**src/hw/rtl/sid_pkg.sv**
```systemverilog
package sid_pkg;

	// default operand width
	localparam int DEF_WIDTH = 32;

	// control that travels with each item down the cell row
	typedef struct packed {
		logic valid;
		logic num_pos;
		logic negate;
		logic div_zero;
	} sid_ctl_t;

endpackage

```
**src/hw/rtl/sid_cell.sv**
```systemverilog
module sid_cell #(
	parameter int WIDTH = sid_pkg::DEF_WIDTH
) (
	input  logic              clk,
	input  logic              arst_n,
	input  logic              adv,
	input  sid_pkg::sid_ctl_t ctl_in,
	input  logic [WIDTH-1:0]  rem_in,
	input  logic [WIDTH-1:0]  nq_in,
	input  logic [WIDTH-1:0]  den_in,
	output sid_pkg::sid_ctl_t ctl_out,
	output logic [WIDTH-1:0]  rem_out,
	output logic [WIDTH-1:0]  nq_out,
	output logic [WIDTH-1:0]  den_out
);

	sid_pkg::sid_ctl_t ctl_q;
	logic [WIDTH-1:0]  rem_q;
	logic [WIDTH-1:0]  nq_q;
	logic [WIDTH-1:0]  den_q;
	logic [WIDTH:0]    trial;
	logic [WIDTH:0]    diff;
	logic              fits;

	// one restoring step: bring down the next dividend bit and try a subtract
	assign trial = {rem_in, nq_in[WIDTH-1]};
	assign diff  = trial - {1'b0, den_in};
	assign fits  = (trial >= {1'b0, den_in});

	// control handed to the next cell
	always_ff @(posedge clk or negedge arst_n) begin
		if (!arst_n) begin
			ctl_q <= '0;
		end else if (adv) begin
			ctl_q <= ctl_in;
		end
	end

	// partial remainder, dividend bits shifting out and quotient bits shifting in
	always_ff @(posedge clk) begin
		if (adv) begin
			rem_q <= fits ? diff[WIDTH-1:0] : trial[WIDTH-1:0];
			nq_q  <= {nq_in[WIDTH-2:0], fits};
			den_q <= den_in;
		end
	end

	assign ctl_out = ctl_q;
	assign rem_out = rem_q;
	assign nq_out  = nq_q;
	assign den_out = den_q;

endmodule

```
**config.mk**
```make
export PLATFORM = sky130hd
export DESIGN_NAME = sid_cell
export DESIGN_NICKNAME = d
export VERILOG_FILES = /design/src/hw/rtl/sid_pkg.sv /design/src/hw/rtl/sid_cell.sv
export SDC_FILE = /design/constraint.sdc
export NUM_CORES = 1
export LEC_CHECK = 0
export ABC_AREA = 1
export BUFFER_PORTS_ARGS = -buffer_cell sky130_fd_sc_hd__buf_2
export CORE_MARGIN = 1
export CORE_UTILIZATION = 40
export CTS_CLUSTER_SIZE = 8
export DETAILED_ROUTE_END_ITERATION = 10
export GPL_TIMING_DRIVEN = 0
export PLACE_DENSITY = 0.66
export SYNTH_ARGS = -nofsm -noshare
export SYNTH_HDL_FRONTEND = slang
export SYNTH_SLANG_ARGS = --single-unit
export TNS_END_PERCENT = 1
```
**constraint.sdc**
```tcl
create_clock -name clk -period 1.2 [get_ports clk]
set_input_delay 0.18 -clock clk [delete_from_list [all_inputs] [get_ports clk]]
set_output_delay 0.18 -clock clk [all_outputs]
set_load 0.005 [all_outputs]
```
==> flow_summary.ini <==
[power]
p_leak_nw = 4.61
ir_drop_mv = 0.661
internal-power_mw = 7.14
pwr-share-comb_pct = 30.7
power.share.switching_pct = 30.7
p_seq_share_pct = 42.1
power_per_cell_area_nw_per_um2 = 1100
p_switching_mw = 3.16
pwr-share-clk_pct = 27.2

[worst_hold_path]
hold_path.class = in -> reg
hold_depth = 1

[synth]
netlist_instances = 751
synth_compound_area_share_pct = 2.10
ys.warnings.count = 0
yosys-top-cells-area = edfxtp_1 (46%), nand2_1 (17%), inv_1 (8.8%)
synth_cell_types = 30
yosys.area.top_type_share_pct = 46.5
synth_area_leader_cell = edfxtp_1
synth-simple-area-share_pct = 30.0
synth_top_family_by_area = simple AND/OR/NAND/NOR gates
synthMuxAreaShare_pct = 0.726
yosys.area_share.adder_pct = 6.77
synthXorXnorAreaFrac_pct = 1.98
synth_seq_cells = 100
syn_nets = 887
syn_avg_cell_area_um2 = 8.26
synth_seq_area_share_pct = 48.1
synth_area_um2 = 6210

[worst_setup_path]
path_max_fanout = 7
path_class = in -> reg
worstSetupEndpointType = flop
critPathLaunch = den_in[3]
critPathArrivalTime_ns = 1.72
crit_end = rem_out[28]
r2r-end = ctl_out[2]
rrSetupSlack_ns = 0.44
reg2reg_from = ctl_out[2]
rr_worst_depth = 1
cp-start-kind = primary input
required_ns = 1.31

[drt]
vias = 5644
route.antenna.remaining_nets = 0
dr.pass1.iters = 4
first_iter_violations = 234
vias_per_cell = 4.62
wire_per_inst_um = 14.2
post-route-drc-count = 0
wirelength_um = 17300

[placed_design]
placed_cell_area_um2 = 7710
io_buffer_count = 202
finalWeightedCongestion = 0.844
dp_hpwl_um = 12500

[cells_and_area]
drive_gt1_share_pct = 43.6
final_core_util_pct = 61.9
n_antenna_cell = 0
syn_to_final_growth_pct = 51.2
fillers = 1345
multiInputGateArea_um2 = 3470
ff_latch_area_um2 = 2980
nets = 1165
finalInstanceArea_um2 = 9380

[cts]
cts_root_buffer = clkbuf_16
worst_skew_pair.late_latency_ns = 0.35
cts.sinks = 100
h-tree-depth = 3
clock_path_buffers = 2
cts_tree = yes
cts-buffers-inserted = 9
clkTransAtPathRegs_ns = 0.08

[sta]
slew_headroom_pct = 73.0
finalWorstSetupSlack_ns = -0.407
rsz0062_at_grt = yes
period_share_pct = 134
finalHoldViolCount = 0
clock_skew_ns = 0
final.min_clock_period_ns = 1.61
slew_violations = 0
worst_pin_slew_ns = 0.405
finalSetupViolCount = 33
clock.fmax_ghz = 0.622

[global_routing]
antenna_found_initial = 0
grt_util_all_layers_pct = 21.8
grt_pass1_wl_um = 27000
grt_pass1_vias = 5416
overflow = 0
grt_max_degree = 70

[floorplan]
fp.dieArea_um2 = 16000
rows = 45
num_io_pins = 203
coreArea_um2 = 15100
initial_core_util_pct = 41.0
die_w_um = 127
die_height_um = 127

[flow_run]
maxCapViolCount = 0

[status]
violations = setup timing
status = finished, violations left
==> what timing repair did <==
item                       4_1_cts  5_1_grt
gates resized for setup        130       61
cloned                           1        2
buffers inserted                25        4
pin swaps                       36       31
hold endpoints to repair        38        0
setup endpoints to repair       33       33
hold buffers                    35        0
==> power groups by stage <==
| stage | clock [mW] | combinational (mW) | sequential [mW] |
|---|---|---|---|
| floorplan | 0 | 1.36 | 4.48 |
| finish | 2.80 | 3.16 | 4.33 |
| global route | 3.01 | 3.48 | 4.36 |
| CTS | 2.89 | 2.95 | 4.33 |
| detailed placement | 0 | 2.41 | 4.41 |
| global placement | 0 | 2.37 | 4.41 |
==> cells in the mapped netlist, drive strengths merged <==
master and instances:
nand2 279, inv 150, edfxtp 96, nand3 67, nor2 38, ha 32, a21oi 21, xor2 13
nand3b 11, buf 10, nor3 9, and2 8, dfrtp 4, mux2 4, nand4 3, a21o 2
o21ai 2, fa 1, xnor2 1
==> area by class of cell <==
cell class | count | area share [%]
repair buffers | 270 | 18.5
flip-flops and latches | 100 | 31.8
inverters | 150 | 6.21
clock buffers | 9 | 2.40
multi-input cells | 491 | 37.0
clock inverters | 7 | 0.627
plain buffers | 7 | 0.947
well taps | 188 | 2.51
==> layout by cell type, fill, tap and decap left out, drive strengths merged, types with 4 or more instances in the layout <==
cell and n:
nand2 279, buf 240, inv 152, edfxtp 96, nand3 67, nor2 38, dlygate4sd3 35, ha 32
a21oi 21, xor2 13, nand3b 11, clkbuf 11, nor3 9, and2 8, mux2 4, dfrtp 4
==> metal layers <==
layer | share of wire (%) | global-route usage (%)
met5 | 0 | 0
met4 | 1.3 | 5.39
met3 | 5.1 | 4.39
met2 | 48 | 37.8
met1 | 45 | 27.8
==> critical path, stage by stage <==
cell and delay [ns]:
buf_2 0.09, inv_2 0.04, ha_4 0.26, nand2_4 0.11, inv_1 0.06, nand2_2 0.07, nand2_2 0.06, nand2_2 0.08
nand3_4 0.09, nand2_2 0.08, nand2_2 0.07, nand2_4 0.11, nand2_8 0.12, clkbuf_16 0.20, nand3_2 0.05, nand2_1 0.05
==> sequential cells by signal (all words and copies together), names as in the netlist <==
| signal | cells |
|---|---|
| ctl_out | 4 |
| den_out | 32 |
| nq_out | 32 |
| rem_out | 32 |
==> through the flow <==
stage / instances / setup TNS [ns] / power (mW) / setup slack [ns] / hold slack, ns
after floorplan: 751 / -15.97 / 5.84 / -0.497 / -0.116
after global placement: 1141 / -131.90 / 6.79 / -1.16 / -0.0107
after detailed placement: 1142 / -35.61 / 6.82 / -0.955 / -0.00729
after CTS: 1216 / -10.11 / 10.2 / -0.340 / 0.000287
after global routing: 1222 / -15.07 / 10.9 / -0.497 / 0.00111
final: 1222 / -12.40 / 10.3 / -0.407 / 0.0140
==> worst min path at each step <==
| stage | slack [ns] | to | from |
|---|---|---|---|
| after floorplan | -0.12 | ctl_out[0] | arst_n |
| after global placement | -0.01 | ctl_out[2] | arst_n |
| after detailed placement | -0.007 | ctl_out[3] | arst_n |
| after CTS | 0.0003 | den_out[6] | den_in[6] |
| after global routing | 0.001 | nq_out[17] | nq_in[16] |
| final | 0.01 | den_out[6] | den_in[6] |
==> kinds of logic (layout without fill, tap and decap cells) <==
| kind of cell | Yosys count | in the layout |
|---|---|---|
| DFF | 100 | 100 |
| adders and majority gates | 33 | 33 |
| buffers and inverters | 160 | 443 |
| muxes | 4 | 4 |
| and+or+nand+nor | 415 | 415 |
| xor gates and xnor gates | 14 | 14 |
| AOI/OAI and AO/OA | 25 | 25 |
Power figures use the tool's default switching activity.
