==> src/hw/rtl/sid_pkg.sv <==
package sid_pkg;

	// default operand width
	localparam int DEF_WIDTH = 32;

	// control that travels with each item down the cell row
	typedef struct packed {
		logic valid;
		logic num_pos;
		logic negate;
		logic div_zero;
	} sid_ctl_t;

endpackage

==> src/hw/rtl/sid_setup.sv <==
module sid_setup #(
	parameter int WIDTH = sid_pkg::DEF_WIDTH
) (
	input  logic              clk,
	input  logic              arst_n,
	input  logic              adv,
	input  logic              in_valid,
	input  logic [WIDTH-1:0]  dividend,
	input  logic [WIDTH-1:0]  divisor,
	output sid_pkg::sid_ctl_t ctl,
	output logic [WIDTH-1:0]  num_mag,
	output logic [WIDTH-1:0]  den_mag
);

	sid_pkg::sid_ctl_t ctl_s1;
	logic [WIDTH-1:0]  num_mag_s1;
	logic [WIDTH-1:0]  den_mag_s1;
	logic              num_pos;
	logic              den_pos;

	// strictly positive operands decide the sign of the result
	assign num_pos = (dividend != '0) && !dividend[WIDTH-1];
	assign den_pos = (divisor != '0) && !divisor[WIDTH-1];

	// sign flags, valid cleared on reset
	always_ff @(posedge clk or negedge arst_n) begin
		if (!arst_n) begin
			ctl_s1 <= '0;
		end else if (adv) begin
			ctl_s1.valid    <= in_valid;
			ctl_s1.num_pos  <= num_pos;
			ctl_s1.negate   <= num_pos ^ den_pos;
			ctl_s1.div_zero <= (divisor == '0);
		end
	end

	// unsigned magnitudes, most negative value maps to 2^(WIDTH-1)
	always_ff @(posedge clk) begin
		if (adv) begin
			num_mag_s1 <= dividend[WIDTH-1] ? (~dividend + 1'b1) : dividend;
			den_mag_s1 <= divisor[WIDTH-1] ? (~divisor + 1'b1) : divisor;
		end
	end

	assign ctl     = ctl_s1;
	assign num_mag = num_mag_s1;
	assign den_mag = den_mag_s1;

endmodule

==> config.mk <==
export PLATFORM = sky130hd
export DESIGN_NAME = sid_setup
export DESIGN_NICKNAME = d
export VERILOG_FILES = /design/src/hw/rtl/sid_pkg.sv /design/src/hw/rtl/sid_setup.sv
export SDC_FILE = /design/constraint.sdc
export NUM_CORES = 1
export LEC_CHECK = 0
export BUFFER_PORTS_ARGS = -buffer_cell sky130_fd_sc_hd__buf_2
export CORE_ASPECT_RATIO = 0.75
export CORE_MARGIN = 5
export CORE_UTILIZATION = 50
export CTS_BUF_LIST = sky130_fd_sc_hd__clkbuf_2
export CTS_CLUSTER_SIZE = 14
export DETAILED_ROUTE_END_ITERATION = 7
export PLACE_DENSITY = 0.89
export SYNTH_ARGS = -nofsm -noshare
export SYNTH_HDL_FRONTEND = slang
export SYNTH_SLANG_ARGS = --single-unit
==> constraint.sdc <==
create_clock -name clk -period 1.19 [get_ports clk]
set_clock_uncertainty 0.15 [all_clocks]
set_input_delay 0.238 -clock clk [delete_from_list [all_inputs] [get_ports clk]]
set_output_delay 0.238 -clock clk [all_outputs]
set_load 0.005 [all_outputs]
==> qor.tcl, run 1 <==
set qor(outcome) {aborted with a tool error}
set qor(outcome.stop_stage) {5_1_grt}
set qor(tool.error) {[ERROR GRT-0232] Routing congestion too high. Check the congestion heatmap in the GUI.}
set qor(clockBufferDepth) 2
set qor(antenna_violations_before_repair) 6
set qor(area_share_of_the_largest_cell_type_after_synthesis_pct) 54.0
set qor(synth_flop_cell) {edfxtp_1}
set qor(port_buffers) 135
set qor(ys_top_cells_by_area) {edfxtp_1 54%, xnor2_1 15%, dfrtp_1 2.8%, o31ai_1 2.7%, nand2_1 2.6%}
set qor(post_synth_instance_area_um2) 3560
set qor(globalRouteOverflowTotal) 372
set qor(gr_repair_worst_ep) {den_mag[25]$_DFFE_PP_/D}
set qor(number_of_buffers_added_by_the_clock_tree_synthesis_step) 9
set qor(synth.distinct_cells) 34
set qor(fraction_of_registers_with_async_set_reset_pct) 5.88
set qor(synth.cells.most_frequent) {64 x edfxtp_1, 59 x xnor2_1, 25 x nand2_1, 18 x o21ai_0, 13 x o31ai_1}
set qor(grt_max_degree) 35
set qor(synth_top_cell_by_area) {edfxtp_1}
set qor(num_rows) 26
set qor(synth-adder-area-share_pct) 1.41
set qor(finalWeightedCongestion) 0.872
set qor(synth_top_family_by_area) {XOR/XNOR gates}
set qor(grtUsageTotal_pct) 85.9
set qor(syn_inst_count) 273
set qor(postSynthRegisterBits) 68
set qor(synth_simple_gate_area_share_pct) 13.1
set qor(cts_max_level) 3
set qor(clkSinkCount) 68
set qor(synthesis.yosys.warnings) 0
set qor(die_x_um) 107
set qor(synth-xor-area-share_pct) 14.5
set qor(clk_root_buffer_cell) {clkbuf_2}
set qor(synth-compound-area-share_pct) 11.3
set qor(fp.dieH_um) 83.0
set qor(place.detailed.hpwl_um) 8240
set qor(place.detailed.instances) 595
set qor(yosys-mux-area-fraction_pct) 0.950
set qor(ys_seq_area_share_pct) 56.9
set qor(initial_utilization_pct) 51.8
set qor(top_level_ports) 136
set qor(synth_edf_count) 64
set qor(worstEndpointType) {register input}
set qor(synth_most_common_cell) {edfxtp_1}
set qor(syn_avg_cell_area_um2) 13.0
set qor(syn-num-nets) 345
[cell families after synthesis]
logic type / Yosys count
and+or+nand+nor: 72
muxes: 3
buffers and inverters: 15
adders and majority gates: 4
xor gates and xnor gates: 59
AOI/OAI and AO/OA: 52
DFF: 68
[stage by stage]
stage	setup TNS [ps]	hold WS (ps)	cell area, um^2	setup WS [ps]	utilization, %
after floorplan	-38040	-208	3760	-891	-
after global placement	-52400	-108	5290	-1070	77.0
after detailed placement	-55400	-103	5290	-1150	77.0
after CTS	-36440	0.249	6320	-543	92.1
[what timing repair did]
action                                  in CTS
endpoints found under the setup margin     121
hold endpoints to repair                    45
gates resized for setup                     73
setup buffers                               13
pin swaps                                   36
hold buffers                                42
[layer usage]
layer  global-route usage (%)  overflow
met5                     23.2         0
met4                     96.2       146
met3                     69.0         5
met2                      103       220
met1                     82.5         1
==> run 2: changes to the inputs <==
CORE_ASPECT_RATIO = not set   (was 0.75)
CORE_UTILIZATION = 35   (was 50)
CTS_BUF_LIST = not set   (was sky130_fd_sc_hd__clkbuf_2)
CTS_CLUSTER_SIZE = not set   (was 14)
PLACE_DENSITY = not set   (was 0.89)
PLACE_DENSITY_LB_ADDON = 0.15   (was not set)
==> run 2 against run 1 <==
Net effect:
- the flow now finishes, with violations (setup timing)
- synthesized area stayed put
- synthesized cell count unchanged
==> qor.tcl, run 2 <==
set qor(via_total_after_detailed_routing) 3152
set qor(tightestPinTransition_ps) 381
set qor(final_critical_path_setup_slack_ps) -726
set qor(synth_edf_count) 64 ;# unchanged
set qor(finalWirelength_um) 10400
set qor(synth-xor-area-share_pct) 14.5 ;# unchanged
set qor(layout.cells.most_common_list) {127 x buf_2, 99 x buf_4, 64 x edfxtp_1}
set qor(crit_arrival_ps) 1860
set qor(wire_per_inst_um) 15.4
set qor(syn_inst_count) 273 ;# unchanged
set qor(die_outline_area_um2) 12300
set qor(num_rows) 36 ;# was 26
set qor(layout_commonest_cell) {buf_2}
set qor(fraction_of_registers_with_async_set_reset_pct) 5.88 ;# unchanged
set qor(vias_in_the_first_global_route) 3434
set qor(report.final.setup_viol) 123
set qor(drt-pass1-iter-count) 3
set qor(required_ps) 1140
set qor(core_area_um2) 9820
set qor(clk_latency_ps) 340
set qor(n_fill_cell) 774
set qor(synthesis.yosys.warnings) 0 ;# unchanged
set qor(fmax_mhz) 522
set qor(dp_worst_setup_slack_ps) -1150 ;# about the same
set qor(globalRouteOverflowTotal) 0
set qor(max_slew_margin_pct) 74.4
set qor(hold_viol_final) 0
set qor(number_of_buffers_added_by_the_clock_tree_synthesis_step) 9 ;# unchanged
set qor(clkSinkCount) 68 ;# unchanged
set qor(power_density_nw_per_um2) 1050
set qor(r2r_end) {ctl[2]}
set qor(tritoncts_clock_tree) {done}
set qor(worst_ir_drop_vdd_mv) 0.652
set qor(grt_pass1_wl_um) 16500
set qor(timing.rr.start) {ctl[2]}
set qor(holdPathStages) 2
set qor(number_of_design_rule_violations_left_after_detail_routing) 0
set qor(port_buffers) 135 ;# unchanged
set qor(critPathLaunchType) {input port}
set qor(clockBufferDepth) 2 ;# unchanged
set qor(crit_type) {in2reg}
set qor(min_period_over_period_pct) 161
set qor(synth_simple_gate_area_share_pct) 13.1 ;# unchanged
set qor(ff2ff_setup_slack_ps) 280
set qor(cts_max_level) 3 ;# unchanged
set qor(synth.cells.most_frequent) {64 x edfxtp_1, 59 x xnor2_1, 25 x nand2_1, 18 x o21ai_0, 13 x o31ai_1} ;# unchanged
set qor(ff2ff_path_depth) 1
set qor(design_power_total_mw) 6.77
set qor(clkTransAtPathRegs_ps) 80
set qor(fin_tns_setup_ps) -34020
set qor(synth_flop_cell) {edfxtp_1} ;# unchanged
set qor(post-route-min-period_ps) 1920
set qor(layout-area-overhead-vs-synth_pct) 81.9
set qor(finalWeightedCongestion) 0.766 ;# was 0.872
set qor(initial_utilization_pct) 36.2 ;# was 51.8%
set qor(drive_gt1_share_pct) 69.9
set qor(synth-adder-area-share_pct) 1.41 ;# unchanged
set qor(maxSlewViolCount) 0
set qor(place.detailed.hpwl_um) 7710 ;# was 8240 um
set qor(min-delay-path-class) {in2reg}
set qor(syn_avg_cell_area_um2) 13.0 ;# unchanged
set qor(synth_top_cell_by_area) {edfxtp_1} ;# unchanged
set qor(ys_top_cells_by_area) {edfxtp_1 54%, xnor2_1 15%, dfrtp_1 2.8%, o31ai_1 2.7%, nand2_1 2.6%} ;# unchanged
set qor(critical_path.max_fanout) 5
set qor(initialDrtViolationCount) 52
set qor(synth.distinct_cells) 34 ;# unchanged
set qor(dpl-instance-area_um2) 5390 ;# was 5290 um^2
set qor(area_share_of_the_largest_cell_type_after_synthesis_pct) 54.0 ;# unchanged
set qor(yosys-mux-area-fraction_pct) 0.950 ;# unchanged
set qor(final_util_pct) 65.9
set qor(cap_viol_max_count) 0
set qor(top_level_ports) 136 ;# unchanged
set qor(hold-path-endpoint) {num_mag[14]}
set qor(grtUsageTotal_pct) 16.7
set qor(synth-compound-area-share_pct) 11.3 ;# unchanged
set qor(synth_top_family_by_area) {XOR/XNOR gates} ;# unchanged
set qor(fin_nets) 609
set qor(clk_root_buffer_cell) {clkbuf_8} ;# was clkbuf_2
set qor(die_x_um) 111 ;# was 107 um
set qor(multi_input_comb_area_um2) 2180
set qor(diodes) 0
set qor(syn-num-nets) 345 ;# unchanged
set qor(ys_seq_area_share_pct) 56.9 ;# unchanged
set qor(number_of_nets_still_failing_antenna_checks_after_routing) 0
set qor(finalInstanceArea_um2) 6470
set qor(avgViaCountPerCell) 4.67
set qor(setup.worst_path.end_class) {register}
set qor(fp.dieH_um) 111 ;# was 83.0 um
set qor(synth_most_common_cell) {edfxtp_1} ;# unchanged
set qor(postSynthRegisterBits) 68 ;# unchanged
set qor(worstHoldStart) {dividend[14]}
set qor(seq_area_um2) 2020
set qor(antenna_violations_before_repair) 0
set qor(leakage_nw) 2.66
set qor(post_synth_instance_area_um2) 3560 ;# unchanged
set qor(rsz0062_at_grt) {yes}
set qor(violations_in_the_final_reports) {setup timing}
set qor(grt_max_degree) 23
set qor(outcome) {complete, but fails checks} ;# was aborted with a tool error
run 2: cell counts after synthesis:
No cell type changed its count.
run 2: how the worst max path moves through the flow:
| stage | start | end | cells after the start |
|---|---|---|---|
| 3_3_place_gp | divisor[5] | den_mag[30] | 7 |
| 3_5_place_dp | dividend[13] | num_mag[25] | 7 |
| 2_1_floorplan | dividend[25] | num_mag[30] | 5 |
| 4_1_cts | divisor[2] | den_mag[30] | 7 |
| 5_1_grt | dividend[5] | num_mag[29] | 7 |
| 6_report | divisor[2] | den_mag[29] | 8 |
run 2: kinds of logic (layout without fill, tap and decap cells):
| logic type | Yosys count | count (layout) |
|---|---|---|
| AND/OR/NAND/NOR | 72 | 72 |
| buffers and inverters | 15 | 284 |
| flip-flops | 68 | 68 |
| XOR/XNOR | 59 | 59 |
| AO/OA/AOI/OAI | 52 | 52 |
| multiplexers | 3 | 3 |
| adder cells (fa/ha/maj) | 4 | 4 |
run 2: timing repair:
action	CTS	global route
hold endpoints to repair	6	0
hold buffers	3	0
endpoints found under the setup margin	125	125
resized for setup	74	41
buffers inserted	17	8
pin swaps	34	43
run 2: where the power goes:
part / internal (mW) / switching (mW) / total (mW)
clock network: 1.51 / 0.886 / 2.39
registers: 2.91 / 0.0599 / 2.97
logic: 0.751 / 0.655 / 1.41
run 2: area by class of cell:
cell class,count,share of cell area (%)
clock buffer,12,2.40
clock inverter,4,1.47
inverter,8,0.503
multi-input combinational,190,33.7
sequential,68,31.3
tap,133,2.57
timing repair buffer,260,28.1
run 2: stage by stage:
| step | std cells | hold slack (ps) |
|---|---|---|
| CTS | 669 | 13.9 |
| floorplan | 273 | -208 |
| global route | 675 | 23.3 |
| global placement | 633 | -106 |
| finish | 675 | 24.9 |
| detailed placement | 633 | -101 |
run 2: critical path: stages:
cell,delay (ps)
buf_6,90
or4_4,540
nor4_4,160
buf_4,180
buf_6,100
nand4_4,160
o31ai_4,290
xnor2_1,90
run 2: layer usage:
metal,wire length [um],global-route usage [%]
met5,0,0
met2,5630,30.6
met3,573,5.19
met1,4060,18.9
met4,119,3.78
No activity file was read; power rests on OpenSTA's default activity.
==> run 3: changes to the inputs <==
CELL_PAD_IN_SITES_DETAIL_PLACEMENT = 2   (was not set)
CELL_PAD_IN_SITES_GLOBAL_PLACEMENT = 2   (was not set)
CORE_UTILIZATION = 31   (was 35)
SETUP_SLACK_MARGIN = 0.2   (was not set)
==> run 3 against run 2 <==
Net effect:
- the run now fails in 5_1_grt
- synthesized area did not move
- synthesized cell count unchanged
==> qor.tcl, run 3 <==
set qor(clkSinkCount) 68 ;# unchanged
set qor(antenna_violations_before_repair) 1
set qor(gr_repair_worst_ep) {den_mag[29]$_DFFE_PP_/D}
set qor(cts_max_level) 3 ;# unchanged
set qor(syn-num-nets) 345 ;# unchanged
set qor(synth_edf_count) 64 ;# unchanged
set qor(fraction_of_registers_with_async_set_reset_pct) 5.88 ;# unchanged
set qor(synth.cells.most_frequent) {64 x edfxtp_1, 59 x xnor2_1, 25 x nand2_1, 18 x o21ai_0, 13 x o31ai_1} ;# unchanged
set qor(tool.error) {[ERROR DPL-0033] detailed placement checks failed during check placement.}
set qor(postSynthRegisterBits) 68 ;# unchanged
set qor(die_x_um) 117 ;# was 111 um
set qor(synth_flop_cell) {edfxtp_1} ;# unchanged
set qor(fp.dieH_um) 117 ;# was 111 um
set qor(synth.distinct_cells) 34 ;# unchanged
set qor(top_level_ports) 136 ;# unchanged
set qor(num_rows) 39 ;# was 36
set qor(finalWeightedCongestion) 0.787 ;# was 0.766
set qor(clockBufferDepth) 2 ;# unchanged
set qor(outcome.stop_stage) {5_1_grt}
set qor(syn_avg_cell_area_um2) 13.0 ;# unchanged
set qor(worstEndpointType) {register input}
set qor(port_buffers) 135 ;# unchanged
set qor(synth_top_cell_by_area) {edfxtp_1} ;# unchanged
set qor(number_of_buffers_added_by_the_clock_tree_synthesis_step) 9 ;# unchanged
set qor(ys_top_cells_by_area) {edfxtp_1 54%, xnor2_1 15%, dfrtp_1 2.8%, o31ai_1 2.7%, nand2_1 2.6%} ;# unchanged
set qor(place.detailed.hpwl_um) 9940 ;# was 7710 um
set qor(synthesis.yosys.warnings) 0 ;# unchanged
set qor(area_share_of_the_largest_cell_type_after_synthesis_pct) 54.0 ;# unchanged
set qor(outcome) {aborted with a tool error} ;# was complete, but fails checks
set qor(grt_max_degree) 23
set qor(place.detailed.instances) 642 ;# was 633
set qor(clk_root_buffer_cell) {clkbuf_16} ;# was clkbuf_8
set qor(post_synth_instance_area_um2) 3560 ;# unchanged
set qor(syn_inst_count) 273 ;# unchanged
set qor(ys_seq_area_share_pct) 56.9 ;# unchanged
set qor(synth_most_common_cell) {edfxtp_1} ;# unchanged
set qor(initial_utilization_pct) 31.4 ;# was 36.2%
-- run 3: cell counts after synthesis --
No cell type changed its count.
-- run 3: stage by stage --
stage	setup slack, ps	cell area [um^2]
after floorplan	-891	3860
after global placement	-1090	5500
after detailed placement	-1200	5500
after CTS	-851	6540
-- run 3: repair_timing --
item,in CTS
endpoints found under the hold margin,5
buffers inserted,23
pin swaps,44
gates cloned,0
hold buffers,1
gates resized for setup,103
setup endpoints to repair,131
-- run 3: cell families after synthesis --
group | share of synthesized area, %
AOI/OAI and AO/OA | 11.3
adders and majority gates | 1.41
and+or+nand+nor | 13.1
DFF | 56.9
buffers and inverters | 1.90
xor gates and xnor gates | 14.5
muxes | 0.950
