==> src/hw/rtl/sid_pkg.sv <==
package sid_pkg;

	// default operand width
	localparam int DEF_WIDTH = 32;

	// control that travels with each item down the cell row
	typedef struct packed {
		logic valid;
		logic num_pos;
		logic negate;
		logic div_zero;
	} sid_ctl_t;

endpackage

==> src/hw/rtl/sid_finish.sv <==
module sid_finish #(
	parameter int WIDTH = sid_pkg::DEF_WIDTH
) (
	input  logic              clk,
	input  logic              arst_n,
	input  logic              adv,
	input  sid_pkg::sid_ctl_t ctl,
	input  logic [WIDTH-1:0]  mag_q,
	output logic              out_valid,
	output logic [WIDTH-1:0]  quotient
);

	localparam logic [WIDTH-1:0] MAX_POS = {1'b0, {(WIDTH-1){1'b1}}};
	localparam logic [WIDTH-1:0] MIN_NEG = {1'b1, {(WIDTH-1){1'b0}}};

	logic             valid_q;
	logic [WIDTH-1:0] quotient_q;
	logic [WIDTH-1:0] result;

	// divide by zero, sign fix and overflow saturation
	always_comb begin
		if (ctl.div_zero) begin
			result = ctl.num_pos ? MAX_POS : MIN_NEG;
		end else if (ctl.negate) begin
			result = ~mag_q + 1'b1;
		end else if (mag_q[WIDTH-1]) begin
			result = MAX_POS;
		end else begin
			result = mag_q;
		end
	end

	// output valid
	always_ff @(posedge clk or negedge arst_n) begin
		if (!arst_n) begin
			valid_q <= 1'b0;
		end else if (adv) begin
			valid_q <= ctl.valid;
		end
	end

	// output data
	always_ff @(posedge clk) begin
		if (adv) begin
			quotient_q <= result;
		end
	end

	assign out_valid = valid_q;
	assign quotient  = quotient_q;

endmodule
==> config.mk <==
export PLATFORM = sky130hd
export DESIGN_NAME = sid_finish
export DESIGN_NICKNAME = d
export VERILOG_FILES = /design/src/hw/rtl/sid_pkg.sv /design/src/hw/rtl/sid_finish.sv
export SDC_FILE = /design/constraint.sdc
export NUM_CORES = 1
export LEC_CHECK = 0
export ABC_AREA = 1
export BUFFER_PORTS_ARGS = -buffer_cell sky130_fd_sc_hd__buf_2
export CAP_MARGIN = 15
export CELL_PAD_IN_SITES_DETAIL_PLACEMENT = 0
export CELL_PAD_IN_SITES_GLOBAL_PLACEMENT = 1
export CORE_ASPECT_RATIO = 0.7
export CORE_MARGIN = 10
export CORE_UTILIZATION = 40
export DETAILED_ROUTE_END_ITERATION = 6
export GPL_ROUTABILITY_DRIVEN = 0
export HOLD_SLACK_MARGIN = 0.05
export PLACE_DENSITY_LB_ADDON = 0.1
export REMOVE_ABC_BUFFERS = 1
export SLEW_MARGIN = 20
export SYNTH_ARGS = -nofsm -noshare
export SYNTH_HDL_FRONTEND = slang
export SYNTH_SLANG_ARGS = --single-unit
==> constraint.sdc <==
create_clock -name clk -period 1.4 [get_ports clk]
set_input_delay 0.14 -clock clk [delete_from_list [all_inputs] [get_ports clk]]
set_output_delay 0.14 -clock clk [all_outputs]
set_load 0.02 [all_outputs]
==> flow_summary.html, run 1 <==
<table>
<tr><th>Metric</th><th>Value</th></tr>
<tr><th colspan="2">Logic synthesis</th></tr>
<tr><td>Portion of the post-synthesis area used by sequential elements</td><td>between 40% and 50%</td></tr>
<tr><td>Gate count of the mapped netlist</td><td>323</td></tr>
<tr><td>Warnings from Yosys</td><td>0</td></tr>
<tr><td>Post-synthesis average cell area</td><td>about 7.5 µm²</td></tr>
<tr><td>Flops &amp; latches, synth</td><td>33</td></tr>
<tr><td>Largest cells by area after synthesis</td><td>edfxtp_1, nand2_1, nand3_1</td></tr>
<tr><td>Total standard cell area after synthesis</td><td>between 2000 and 2500 µm²</td></tr>
<tr><td>Most area-hungry cell type in the Yosys netlist</td><td>edfxtp_1</td></tr>
<tr><td>Distinct cell type count of the synthesized netlist</td><td>33</td></tr>
<tr><td>Synth top area share</td><td>39.7%</td></tr>
<tr><th colspan="2">Floorplan</th></tr>
<tr><td>Die width</td><td>between 100 and 150 µm</td></tr>
<tr><td>Num rows</td><td>23</td></tr>
<tr><td>Total Die Area</td><td>between 9000 and 10000 µm²</td></tr>
<tr><td>Core Region</td><td>between 5000 and 6000 µm²</td></tr>
<tr><td>IO Pins</td><td>between 70 and 80</td></tr>
<tr><td>Starting density of the core</td><td>a little over two fifths</td></tr>
<tr><td>Die extent in y</td><td>between 80 and 90 µm</td></tr>
<tr><th colspan="2">CTS</th></tr>
<tr><td>Clock transition at the registers of the reported paths</td><td>approximately 80 ps</td></tr>
<tr><td>Skew-Pair Late Insertion Delay</td><td>290 ps</td></tr>
<tr><td>H-Tree Depth</td><td>2</td></tr>
<tr><td>Total clock buffers created by CTS</td><td>5</td></tr>
<tr><td>Post-cts sizing count</td><td>0</td></tr>
<tr><td>Maximum root-to-sink buffer count</td><td>2</td></tr>
<tr><td>Root Driver</td><td>clkbuf_8</td></tr>
<tr><td>TritonCTS sink count</td><td>33</td></tr>
<tr><td>CTS tree</td><td>done</td></tr>
<tr><th colspan="2">Routing</th></tr>
<tr><td>Vias per Instance</td><td>~5.1</td></tr>
<tr><td>Final routed DRC violation total</td><td>0</td></tr>
<tr><td>TritonRoute pass-1 iters</td><td>5</td></tr>
<tr><td>DR iter-0 viols</td><td>around 180</td></tr>
<tr><td>Number of nets still failing antenna checks after routing</td><td>0</td></tr>
<tr><td>Routed wirelength normalized by instance count</td><td>about 15 µm</td></tr>
<tr><td>Final wirelength</td><td>between 7000 and 8000 µm</td></tr>
<tr><td>Vias after detailed routing</td><td>~2500</td></tr>
<tr><th colspan="2">GRT</th></tr>
<tr><td>Pin count of the biggest net entering global routing</td><td>19</td></tr>
<tr><td>Tot GR Track Use</td><td>roughly 15%</td></tr>
<tr><td>Total congestion overflow after global routing</td><td>0</td></tr>
<tr><td>First-pass GRT wire length</td><td>12100 µm</td></tr>
<tr><td>Number of antenna violations at the first check in global routing</td><td>0</td></tr>
<tr><td>Via count of the first global-routing pass</td><td>approximately 2400</td></tr>
<tr><th colspan="2">Power and ir drop</th></tr>
<tr><td>Static leakage</td><td>about 0.0014 µW</td></tr>
<tr><td>IR Drop Worst-Case VDD</td><td>0.000345 V</td></tr>
<tr><td>Ratio of total power to cell area</td><td>~880 nW/µm²</td></tr>
<tr><td>Total power</td><td>2690 µW</td></tr>
<tr><th colspan="2">Worst setup path</th></tr>
<tr><td>Crit path top cell by count</td><td>nand3_1</td></tr>
<tr><td>Critical setup path kind</td><td>primary input to register</td></tr>
<tr><td>Kind of launch point of the worst setup path</td><td>primary input</td></tr>
<tr><td>Highest fanout seen on the critical path</td><td>5</td></tr>
<tr><td>Critical path cell sequence</td><td>buf_2, inv_1, ha_1, nand3_1, nand2_4, nand3b_4, nor2_2, nand3_1, nand3_1, nand2_1</td></tr>
<tr><td>Arrival time reported for the critical path endpoint</td><td>1290 ps</td></tr>
<tr><td>Crit path max-delay family</td><td>simple AND/OR/NAND/NOR gates</td></tr>
<tr><td>Required time at the endpoint of the critical path</td><td>approximately 1500 ps</td></tr>
<tr><td>Crit path buffers/inverters</td><td>2</td></tr>
<tr><td>Endpoint kind of the worst setup timing path</td><td>register</td></tr>
<tr><td>Crit-path max cell delay</td><td>about 200 ps</td></tr>
<tr><td>Cell with the biggest individual delay on the critical path</td><td>nor2_2</td></tr>
<tr><td>Launch point of the worst path</td><td>mag_q[0]</td></tr>
<tr><td>Worst flop-to-flop path startpoint</td><td>out_valid</td></tr>
<tr><th colspan="2">Timing</th></tr>
<tr><td>Period utilization</td><td>88.7%</td></tr>
<tr><td>Peak clock frequency supported by timing</td><td>805 MHz</td></tr>
<tr><td>Normalized max-slew margin</td><td>approximately 80%</td></tr>
<tr><td>Count of endpoints failing setup in the final report</td><td>0</td></tr>
<tr><td>Final number of hold-violating endpoints</td><td>0</td></tr>
<tr><td>Final max-slew violation count</td><td>0</td></tr>
<tr><td>Unrepaired setup endpoints after global routing</td><td>false</td></tr>
<tr><td>Pin slew with the least headroom to its limit</td><td>about 300 ps</td></tr>
<tr><td>Final Skew</td><td>0 ps</td></tr>
<tr><td>Post-layout min period</td><td>around 1200 ps</td></tr>
<tr><th colspan="2">Outcome</th></tr>
<tr><td>Result of the run</td><td>finished clean</td></tr>
<tr><th colspan="2">Run</th></tr>
<tr><td>Max capacitance violation total</td><td>0</td></tr>
<tr><th colspan="2">Placed design</th></tr>
<tr><td>Instance count after placement with tap cells included</td><td>479</td></tr>
<tr><td>Total of buffers placed on input and output ports</td><td>71</td></tr>
<tr><td>Sum of net half-perimeters after detailed placement</td><td>6030 µm</td></tr>
<tr><td>Area after detailed placement</td><td>approximately 3000 µm²</td></tr>
<tr><th colspan="2">Min path</th></tr>
<tr><td>Worst min-delay path startpoint</td><td>ctl[3]</td></tr>
<tr><td>Worst Hold Class</td><td>primary input to register</td></tr>
<tr><th colspan="2">Cells and area</th></tr>
<tr><td>Growth of design area from synthesis to finish</td><td>26.1%</td></tr>
<tr><td>Final-stage net count</td><td>around 450</td></tr>
<tr><td>Antenna Diode Count</td><td>0</td></tr>
<tr><td>Post-layout util</td><td>between 50% and 60%</td></tr>
<tr><td>Fraction of layout instances using a drive strength above 1</td><td>32.7%</td></tr>
<tr><td>Final std cell area, no fill</td><td>approximately 3100 µm²</td></tr>
<tr><td>Final non-filler cell total</td><td>488</td></tr>
</table>
-- metal layers --
layer  part of all wire [%]  GRT usage [%]  vias up  wire [µm]
met5                      0              0        -          0
met4                   0.41           2.53        0         31
met3                    9.6           4.36        4        722
met2                     42           22.2       99       3150
met1                     48           22.1     1118       3600
li1                       -              -     1266          -
-- cells in the final DEF (no fill, tap or decap), drive strengths merged, types with 4 or more instances in the layout --
master	instances
nor2	58
a21oi	4
o21ai	21
edfxtp	32
nand4	9
nand2	96
inv	24
buf	93
nor3	4
nand3	50
clkbuf	5
-- path summary, 6_finish.rpt --
path / to / slack [ps] / depth (start not counted)
setup / recovery: quotient[30] / 160 / 10
hold / removal: out_valid / 80 / 2
setup reg to reg: out_valid / 660 / 1
hold reg to reg: out_valid / 510 / 1
max in group asynchronous: out_valid / 1170 / 2
min in group asynchronous: out_valid / 150 / 2
-- layout make-up --
class	instances	area (µm²)
fillers	602	2730
clock buffers	5	68.8
repair buffers	94	543
flip-flops and latches	33	986
multi-input cells	253	1250
inverters	25	93.8
clock inverters	3	17.5
well taps	75	93.8
-- synthesized netlist by cell type (all sizes together) --
| library cell | count |
|---|---|
| a211oi | 1 |
| a21oi | 4 |
| buf | 9 |
| clkbuf | 3 |
| clkinv | 1 |
| dfrtp | 1 |
| edfxtp | 32 |
| ha | 1 |
| inv | 24 |
| mux2 | 1 |
| nand2 | 96 |
| nand3 | 50 |
| nand3b | 2 |
| nand4 | 9 |
| nor2 | 58 |
| nor3 | 4 |
| o211ai | 3 |
| o21ai | 21 |
| o31ai | 2 |
| or2 | 1 |
-- power breakdown --
| part | switching [µW] | internal (µW) |
|---|---|---|
| Combinational | 483 | 256 |
| Sequential | 24.1 | 1200 |
| Clock | 389 | 344 |
-- metrics by stage --
stage	setup WS (ps)	setup TNS, ps	hold slack, ps
after detailed placement	-137	-1140	-84.6
after CTS	174	0	70.4
after global placement	-86.2	-730	-85.1
after floorplan	104	0	-156
final	158	0	75.8
after global routing	16.9	0	73.1
-- timing repair --
item | 4_1_cts | 5_1_grt
endpoints found under the setup margin | 0 | 0
setup buffers | 0 | 0
hold endpoints to repair | 1 | 0
hold buffers | 1 | 0
-- cells by family (layout without fill, tap and decap cells) --
family          after synthesis  count (layout)  synth area share, %
flops                        33              33                 40.7
fa+ha+maj                     1               1                0.517
mux                           1               1                0.465
simple gates                220             220                 43.0
buf+inv                      37             127                 7.65
compound gates               31              31                 7.65
-- state kept, by name (all words and copies together) (netlist names) --
| register | cells |
|---|---|
| out_valid | 1 |
| quotient | 32 |
(Power assumes the default switching activity.)
==> inputs of run 2 (changes only) <==
Settings changed: CELL_PAD_IN_SITES_DETAIL_PLACEMENT 0 to 1.
==> flow_summary.html, run 2 (same netlist as run 1, synthesis figures left out) <==
<table>
<tr><th>Metric</th><th>Value</th></tr>
<tr><th colspan="2">Floorplan</th></tr>
<tr><td>Starting density of the core</td><td>41.8% (unchanged)</td></tr>
<tr><td>Die width</td><td>113 µm (unchanged)</td></tr>
<tr><td>Core Region</td><td>5780 µm² (unchanged)</td></tr>
<tr><td>Num rows</td><td>23 (unchanged)</td></tr>
<tr><td>IO Pins</td><td>72 (unchanged)</td></tr>
<tr><td>Total Die Area</td><td>9610 µm² (unchanged)</td></tr>
<tr><td>Die extent in y</td><td>85.1 µm (unchanged)</td></tr>
<tr><th colspan="2">Worst setup path</th></tr>
<tr><td>Critical path cell sequence</td><td>buf_2, inv_1, ha_1, nand3_1, nand2_4, nand3b_4, nor2_2, nand3_1, nand3_1, nand2_1</td></tr>
<tr><td>Kind of launch point of the worst setup path</td><td>primary input</td></tr>
<tr><td>Cell with the biggest individual delay on the critical path</td><td>nor2_2</td></tr>
<tr><td>Highest fanout seen on the critical path</td><td>5 (unchanged)</td></tr>
<tr><td>Critical setup path kind</td><td>primary input to register</td></tr>
<tr><td>Crit path max-delay family</td><td>simple AND/OR/NAND/NOR gates</td></tr>
<tr><td>Crit-path max cell delay</td><td>230 ps (+30 ps)</td></tr>
<tr><td>Crit path top cell by count</td><td>nand3_1</td></tr>
<tr><td>Crit path buffers/inverters</td><td>2 (unchanged)</td></tr>
<tr><td>Required time at the endpoint of the critical path</td><td>1450 ps (about the same)</td></tr>
<tr><td>Arrival time reported for the critical path endpoint</td><td>1330 ps (+40 ps)</td></tr>
<tr><td>Endpoint kind of the worst setup timing path</td><td>register</td></tr>
<tr><th colspan="2">Min path</th></tr>
<tr><td>Worst Hold Class</td><td>primary input to register</td></tr>
<tr><th colspan="2">Timing</th></tr>
<tr><td>Peak clock frequency supported by timing</td><td>780 MHz (-3.1%)</td></tr>
<tr><td>Final number of hold-violating endpoints</td><td>0 (unchanged)</td></tr>
<tr><td>Pin slew with the least headroom to its limit</td><td>322 ps (+25.3 ps)</td></tr>
<tr><td>Post-layout min period</td><td>1280 ps (+39.9 ps)</td></tr>
<tr><td>Unrepaired setup endpoints after global routing</td><td>false</td></tr>
<tr><td>Final Skew</td><td>0 ps (unchanged)</td></tr>
<tr><td>Sum of negative setup slack</td><td>0 ps (unchanged)</td></tr>
<tr><td>Count of endpoints failing setup in the final report</td><td>0 (unchanged)</td></tr>
<tr><td>Normalized max-slew margin</td><td>78.4% (-1.7 points)</td></tr>
<tr><td>Final max-slew violation count</td><td>0 (unchanged)</td></tr>
<tr><td>Period utilization</td><td>91.6% (+2.9 points)</td></tr>
<tr><th colspan="2">CTS</th></tr>
<tr><td>H-Tree Depth</td><td>2 (unchanged)</td></tr>
<tr><td>Skew-Pair Late Insertion Delay</td><td>300 ps (about the same)</td></tr>
<tr><td>Total clock buffers created by CTS</td><td>5 (unchanged)</td></tr>
<tr><td>Post-CTS setup buffer count</td><td>0 (unchanged)</td></tr>
<tr><td>CTS tree</td><td>done</td></tr>
<tr><td>Root Driver</td><td>clkbuf_8</td></tr>
<tr><td>Clock transition at the registers of the reported paths</td><td>80 ps (about the same)</td></tr>
<tr><td>TritonCTS sink count</td><td>33 (unchanged)</td></tr>
<tr><td>Post-cts sizing count</td><td>0 (unchanged)</td></tr>
<tr><td>Maximum root-to-sink buffer count</td><td>2 (unchanged)</td></tr>
<tr><th colspan="2">Cells and area</th></tr>
<tr><td>Fillcell total</td><td>771 (+28%)</td></tr>
<tr><td>Antenna Diode Count</td><td>0 (unchanged)</td></tr>
<tr><td>Final non-filler cell total</td><td>488 (unchanged)</td></tr>
<tr><td>Leading cell types in the layout, fill and taps excluded</td><td>nand2_1, buf_2, nor2_1</td></tr>
<tr><td>Sequential cell area</td><td>986 µm² (unchanged)</td></tr>
<tr><td>Most common library cell in the layout ignoring fill and taps</td><td>nand2_1</td></tr>
<tr><td>Growth of design area from synthesis to finish</td><td>27.4%</td></tr>
<tr><td>Final-stage net count</td><td>452 (unchanged)</td></tr>
<tr><td>Area of the multi-input gates</td><td>1250 µm² (unchanged)</td></tr>
<tr><td>Fraction of layout instances using a drive strength above 1</td><td>32.4% (-0.24 points)</td></tr>
<tr><td>Flip-flop count of the largest register after layout</td><td>32 (unchanged)</td></tr>
<tr><td>Final std cell area, no fill</td><td>3080 µm² (+0.98%)</td></tr>
<tr><th colspan="2">Power and ir drop</th></tr>
<tr><td>IR Drop Worst-Case VDD</td><td>0.000360 V (+4.3%)</td></tr>
<tr><td>Total power</td><td>2950 µW (+9.6%)</td></tr>
<tr><td>Static leakage</td><td>0.00144 µW (+1.0%)</td></tr>
<tr><td>Ratio of total power to cell area</td><td>958 nW/µm² (+8.6%)</td></tr>
<tr><th colspan="2">Outcome</th></tr>
<tr><td>Result of the run</td><td>finished clean</td></tr>
<tr><th colspan="2">Routing</th></tr>
<tr><td>Final wirelength</td><td>8710 µm (+16%)</td></tr>
<tr><td>Routed wirelength normalized by instance count</td><td>17.9 µm (+16%)</td></tr>
<tr><td>Vias per Instance</td><td>5.23 (+2.6%)</td></tr>
<tr><td>Final routed DRC violation total</td><td>0 (unchanged)</td></tr>
<tr><td>TritonRoute pass-1 iters</td><td>4 (-1)</td></tr>
<tr><td>DR iter-0 viols</td><td>122 (-33%)</td></tr>
<tr><td>Number of nets still failing antenna checks after routing</td><td>0 (unchanged)</td></tr>
<tr><td>Vias after detailed routing</td><td>2552 (+2.6%)</td></tr>
<tr><th colspan="2">Run</th></tr>
<tr><td>Max capacitance violation total</td><td>0 (unchanged)</td></tr>
<tr><th colspan="2">Placed design</th></tr>
<tr><td>Sum of net half-perimeters after detailed placement</td><td>6880 µm (+14%)</td></tr>
<tr><td>Instance count after placement with tap cells included</td><td>479 (unchanged)</td></tr>
<tr><td>Area after detailed placement</td><td>2960 µm² (unchanged)</td></tr>
<tr><td>Total of buffers placed on input and output ports</td><td>71 (unchanged)</td></tr>
<tr><th colspan="2">GRT</th></tr>
<tr><td>Pin count of the biggest net entering global routing</td><td>19 (unchanged)</td></tr>
<tr><td>First-pass GRT wire length</td><td>14300 µm (+18%)</td></tr>
<tr><td>Tot GR Track Use</td><td>18.4% (+3.0 points)</td></tr>
<tr><td>Via count of the first global-routing pass</td><td>2769 (+17%)</td></tr>
<tr><td>Number of antenna violations at the first check in global routing</td><td>0 (unchanged)</td></tr>
<tr><td>Total congestion overflow after global routing</td><td>0 (unchanged)</td></tr>
</table>
## run 2: final cells by class
type	instances	share of cell area, %
timing repair buffer	94	17.6
clock buffer	7	2.80
clock inverter	1	0.974
sequential	33	32.0
tap	75	3.05
inverter	25	3.05
multi-input combinational	253	40.5
## run 2: stage by stage
step | worst slack, ps | hold slack, ps | util [%]
6_report | 118 | 71.5 | 53.3
5_1_grt | 20.2 | 88.1 | 53.3
4_1_cts | 131 | 71.6 | 53.3
3_5_place_dp | -176 | -83.3 | 51.1
3_3_place_gp | -86.2 | -85.1 | 51.1
2_1_floorplan | 104 | -156 | -
## run 2: path summary, 6_finish.rpt
kind | startpoint | end | slack, ps | cells past startpoint
max | mag_q[0] | quotient[26] | 120 | 10
min reg2reg | out_valid | out_valid | 510 | 1
max reg2reg | out_valid | out_valid | 660 | 1
min | ctl[3] | out_valid | 70 | 2
max in group asynchronous | arst_n | out_valid | 1160 | 2
min in group asynchronous | arst_n | out_valid | 150 | 2
## run 2: timing repair
action                                  4_1_cts  5_1_grt
endpoints found under the setup margin        0        0
hold buffers                                  1        0
endpoints found under the hold margin         1        0
## run 2: per-layer routing
| layer | up-vias | share of wire, % | GRT usage, % | routed length (µm) |
|---|---|---|---|---|
| li1 | 1266 | - | - | - |
| met1 | 1197 | 46 | 23.8 | 3970 |
| met2 | 81 | 46 | 30.3 | 4040 |
| met3 | 8 | 7.3 | 4.50 | 636 |
| met4 | 0 | 0.73 | 3.68 | 64 |
| met5 | - | 0 | 0 | 0 |
## run 2: power breakdown
group          internal (µW)  switching, µW
clock network            581            390
registers               1200           24.5
logic                    256            503
==> inputs of run 3 (changes only) <==
Settings changed: SETUP_SLACK_MARGIN set to 0.4.
==> flow_summary.html, run 3 (same netlist as run 1, synthesis figures left out) <==
<table>
<tr><th>Metric</th><th>Value</th></tr>
<tr><th colspan="2">CTS</th></tr>
<tr><td>Skew-Pair Late Insertion Delay</td><td>300 ps (about the same)</td></tr>
<tr><td>CTS tree</td><td>done</td></tr>
<tr><td>Maximum root-to-sink buffer count</td><td>2 (unchanged)</td></tr>
<tr><td>H-Tree Depth</td><td>2 (unchanged)</td></tr>
<tr><td>Root Driver</td><td>clkbuf_8</td></tr>
<tr><td>Clock transition at the registers of the reported paths</td><td>80 ps (about the same)</td></tr>
<tr><td>TritonCTS sink count</td><td>33 (unchanged)</td></tr>
<tr><td>Total clock buffers created by CTS</td><td>5 (unchanged)</td></tr>
<tr><th colspan="2">Placed design</th></tr>
<tr><td>Total of buffers placed on input and output ports</td><td>71 (unchanged)</td></tr>
<tr><td>Instance count after placement with tap cells included</td><td>479 (unchanged)</td></tr>
<tr><td>Post-Place Worst Slack</td><td>-176 ps (unchanged)</td></tr>
<tr><td>Sum of net half-perimeters after detailed placement</td><td>6880 µm (unchanged)</td></tr>
<tr><th colspan="2">Cells and area</th></tr>
<tr><td>Most common library cell in the layout ignoring fill and taps</td><td>nand2_1</td></tr>
<tr><td>Final-stage net count</td><td>466 (+3.1%)</td></tr>
<tr><td>Fraction of layout instances using a drive strength above 1</td><td>47.1% (+15 points)</td></tr>
<tr><td>Antenna Diode Count</td><td>0 (unchanged)</td></tr>
<tr><td>Growth of design area from synthesis to finish</td><td>55.1%</td></tr>
<tr><td>Post-layout util</td><td>64.9% (+12 points)</td></tr>
<tr><td>Flip-flop count of the largest register after layout</td><td>32 (unchanged)</td></tr>
<tr><td>Leading cell types in the layout, fill and taps excluded</td><td>nand2_1, buf_2, nand3_1, edfxtp_1, nor2_1</td></tr>
<tr><td>Final non-filler cell total</td><td>502 (+2.9%)</td></tr>
<tr><th colspan="2">GRT</th></tr>
<tr><td>Most crowded layer after global routing</td><td>met2</td></tr>
<tr><td>Total congestion overflow after global routing</td><td>0 (unchanged)</td></tr>
<tr><td>Met2 routing resource usage after global routing</td><td>32.9% (+2.7 points)</td></tr>
<tr><td>Global-route track usage on met1</td><td>24.3% (+0.50 points)</td></tr>
<tr><td>Number of antenna violations at the first check in global routing</td><td>0 (unchanged)</td></tr>
<tr><td>Global-route met3 utilization</td><td>4.64% (+0.14 points)</td></tr>
<tr><td>First-pass GRT wire length</td><td>15200 µm (+5.7%)</td></tr>
<tr><td>Tot GR Track Use</td><td>19.5% (+1.1 points)</td></tr>
<tr><td>Pin count of the biggest net entering global routing</td><td>19 (unchanged)</td></tr>
<tr><td>Via count of the first global-routing pass</td><td>2888 (+4.3%)</td></tr>
<tr><th colspan="2">Timing</th></tr>
<tr><td>Final Skew</td><td>0 ps (unchanged)</td></tr>
<tr><td>Normalized max-slew margin</td><td>74.3% (-4.1 points)</td></tr>
<tr><td>Final number of hold-violating endpoints</td><td>0 (unchanged)</td></tr>
<tr><td>Unrepaired setup endpoints after global routing</td><td>true</td></tr>
<tr><td>Final max-slew violation count</td><td>0 (unchanged)</td></tr>
<tr><td>Period utilization</td><td>93.9% (+2.3 points)</td></tr>
<tr><td>Peak clock frequency supported by timing</td><td>761 MHz (-2.5%)</td></tr>
<tr><td>Pin slew with the least headroom to its limit</td><td>382 ps (+60.0 ps)</td></tr>
<tr><td>Worst Setup Slack, final</td><td>85.3 ps (-32.4 ps)</td></tr>
<tr><td>Count of endpoints failing setup in the final report</td><td>0 (unchanged)</td></tr>
<tr><td>Post-layout min period</td><td>1310 ps (+32.4 ps)</td></tr>
<tr><th colspan="2">Worst setup path</th></tr>
<tr><td>Kind of launch point of the worst setup path</td><td>primary input</td></tr>
<tr><td>Required time at the endpoint of the critical path</td><td>1450 ps (about the same)</td></tr>
<tr><td>Cell with the biggest individual delay on the critical path</td><td>nor2_4</td></tr>
<tr><td>Arrival time reported for the critical path endpoint</td><td>1360 ps (+30 ps)</td></tr>
<tr><td>Critical path cell sequence</td><td>clkbuf_4, nor2_2, nor2_1, nand3b_4, nor2_4, nand3_2, nand3_1, nand2_1</td></tr>
<tr><td>Crit path buffers/inverters</td><td>1 (-1)</td></tr>
<tr><td>Crit-path max cell delay</td><td>230 ps (about the same)</td></tr>
<tr><td>Critical setup path kind</td><td>primary input to register</td></tr>
<tr><td>Endpoint kind of the worst setup timing path</td><td>register</td></tr>
<tr><td>Highest fanout seen on the critical path</td><td>5 (unchanged)</td></tr>
<tr><td>Crit path max-delay family</td><td>simple AND/OR/NAND/NOR gates</td></tr>
<tr><th colspan="2">Floorplan</th></tr>
<tr><td>Starting density of the core</td><td>41.8% (unchanged)</td></tr>
<tr><td>Die width</td><td>113 µm (unchanged)</td></tr>
<tr><td>Num rows</td><td>23 (unchanged)</td></tr>
<tr><td>Die extent in y</td><td>85.1 µm (unchanged)</td></tr>
<tr><td>Total Die Area</td><td>9610 µm² (unchanged)</td></tr>
<tr><td>IO Pins</td><td>72 (unchanged)</td></tr>
<tr><td>Core Region</td><td>5780 µm² (unchanged)</td></tr>
<tr><th colspan="2">Outcome</th></tr>
<tr><td>Result of the run</td><td>finished clean</td></tr>
<tr><th colspan="2">Power and ir drop</th></tr>
<tr><td>IR Drop Worst-Case VDD</td><td>0.000544 V (+51%)</td></tr>
<tr><td>Ratio of total power to cell area</td><td>872 nW/µm² (-8.9%)</td></tr>
<tr><td>Static leakage</td><td>0.00167 µW (+15%)</td></tr>
<tr><th colspan="2">Min path</th></tr>
<tr><td>Worst Hold Class</td><td>primary input to register</td></tr>
<tr><th colspan="2">Routing</th></tr>
<tr><td>TritonRoute pass-1 iters</td><td>5 (+1)</td></tr>
<tr><td>Final routed DRC violation total</td><td>0 (unchanged)</td></tr>
<tr><td>Routed wirelength normalized by instance count</td><td>24.9 µm (+40%)</td></tr>
<tr><td>Vias per Instance</td><td>6.01 (+15%)</td></tr>
<tr><td>Number of nets still failing antenna checks after routing</td><td>0 (unchanged)</td></tr>
<tr><td>Vias after detailed routing</td><td>3017 (+18%)</td></tr>
<tr><td>DR iter-0 viols</td><td>243 (+99%)</td></tr>
<tr><td>Final wirelength</td><td>12500 µm (+44%)</td></tr>
<tr><th colspan="2">Run</th></tr>
<tr><td>Max capacitance violation total</td><td>0 (unchanged)</td></tr>
</table>
## run 3: cell count changes in the layout (fill, tap and decap cells not counted), moves of 10 or more
cell	previous run	this run
buf_2	71	43
buf_6	0	24
nand2_1	86	74
nand3_1	47	32
nand3_2	3	13
nor2_1	49	31
nor2_4	1	17
## run 3: repair_timing
item / 4_1_cts / 5_1_grt
gates resized for setup: 48 / 112
cloned: 0 / 1
buffers inserted: 5 / 8
hold buffers: 1 / 0
pin swaps: 14 / 42
setup endpoints to repair: 30 / 44
hold endpoints to repair: 1 / 0
## run 3: final cells by class
type | count | area, µm²
Timing Repair Buffer | 107 | 831
Fill cell | 674 | 2030
Sequential cell | 33 | 986
Inverter | 25 | 119
Clock buffer | 7 | 86.3
Multi-Input combinational cell | 254 | 1610
Tap cell | 75 | 93.8
Clock inverter | 1 | 30.0
## run 3: path summary, 6_finish.rpt
| path | startpoint | endpoint | slack (ps) | depth (start not counted) |
|---|---|---|---|---|
| max | mag_q[8] | quotient[26] | 90 | 8 |
| min reg2reg | out_valid | out_valid | 560 | 1 |
| max reg2reg | out_valid | out_valid | 620 | 1 |
| max in group asynchronous | arst_n | out_valid | 1160 | 2 |
| min | ctl[3] | out_valid | 80 | 2 |
| min in group asynchronous | arst_n | out_valid | 150 | 2 |
## run 3: metrics by stage
step | hold WS [ps] | power, µW | TNS [ps] | cell area [µm²]
after floorplan | -156 | 1650 | 0 | 2330
after global placement | -85.1 | 1980 | -730 | 2960
after detailed placement | -83.3 | 2000 | -1640 | 2960
after CTS | 71.6 | 3040 | 0 | 3300
after global routing | 84.9 | 3390 | 0 | 3750
final | 76.1 | 3270 | 0 | 3750
## run 3: report_power, final
group | switching [µW] | internal, µW | leakage (µW)
Clock | 401 | 581 | 0.0000585
Sequential | 41.0 | 1200 | 0.000324
Combinational | 663 | 388 | 0.00128
Total | 1100 | 2170 | 0.00167
## run 3: layer usage
layer	vias to the layer above	share of wire [%]
met2	214	46
met4	0	4.0
met5	-	0
li1	1305	-
met3	53	10
met1	1445	39
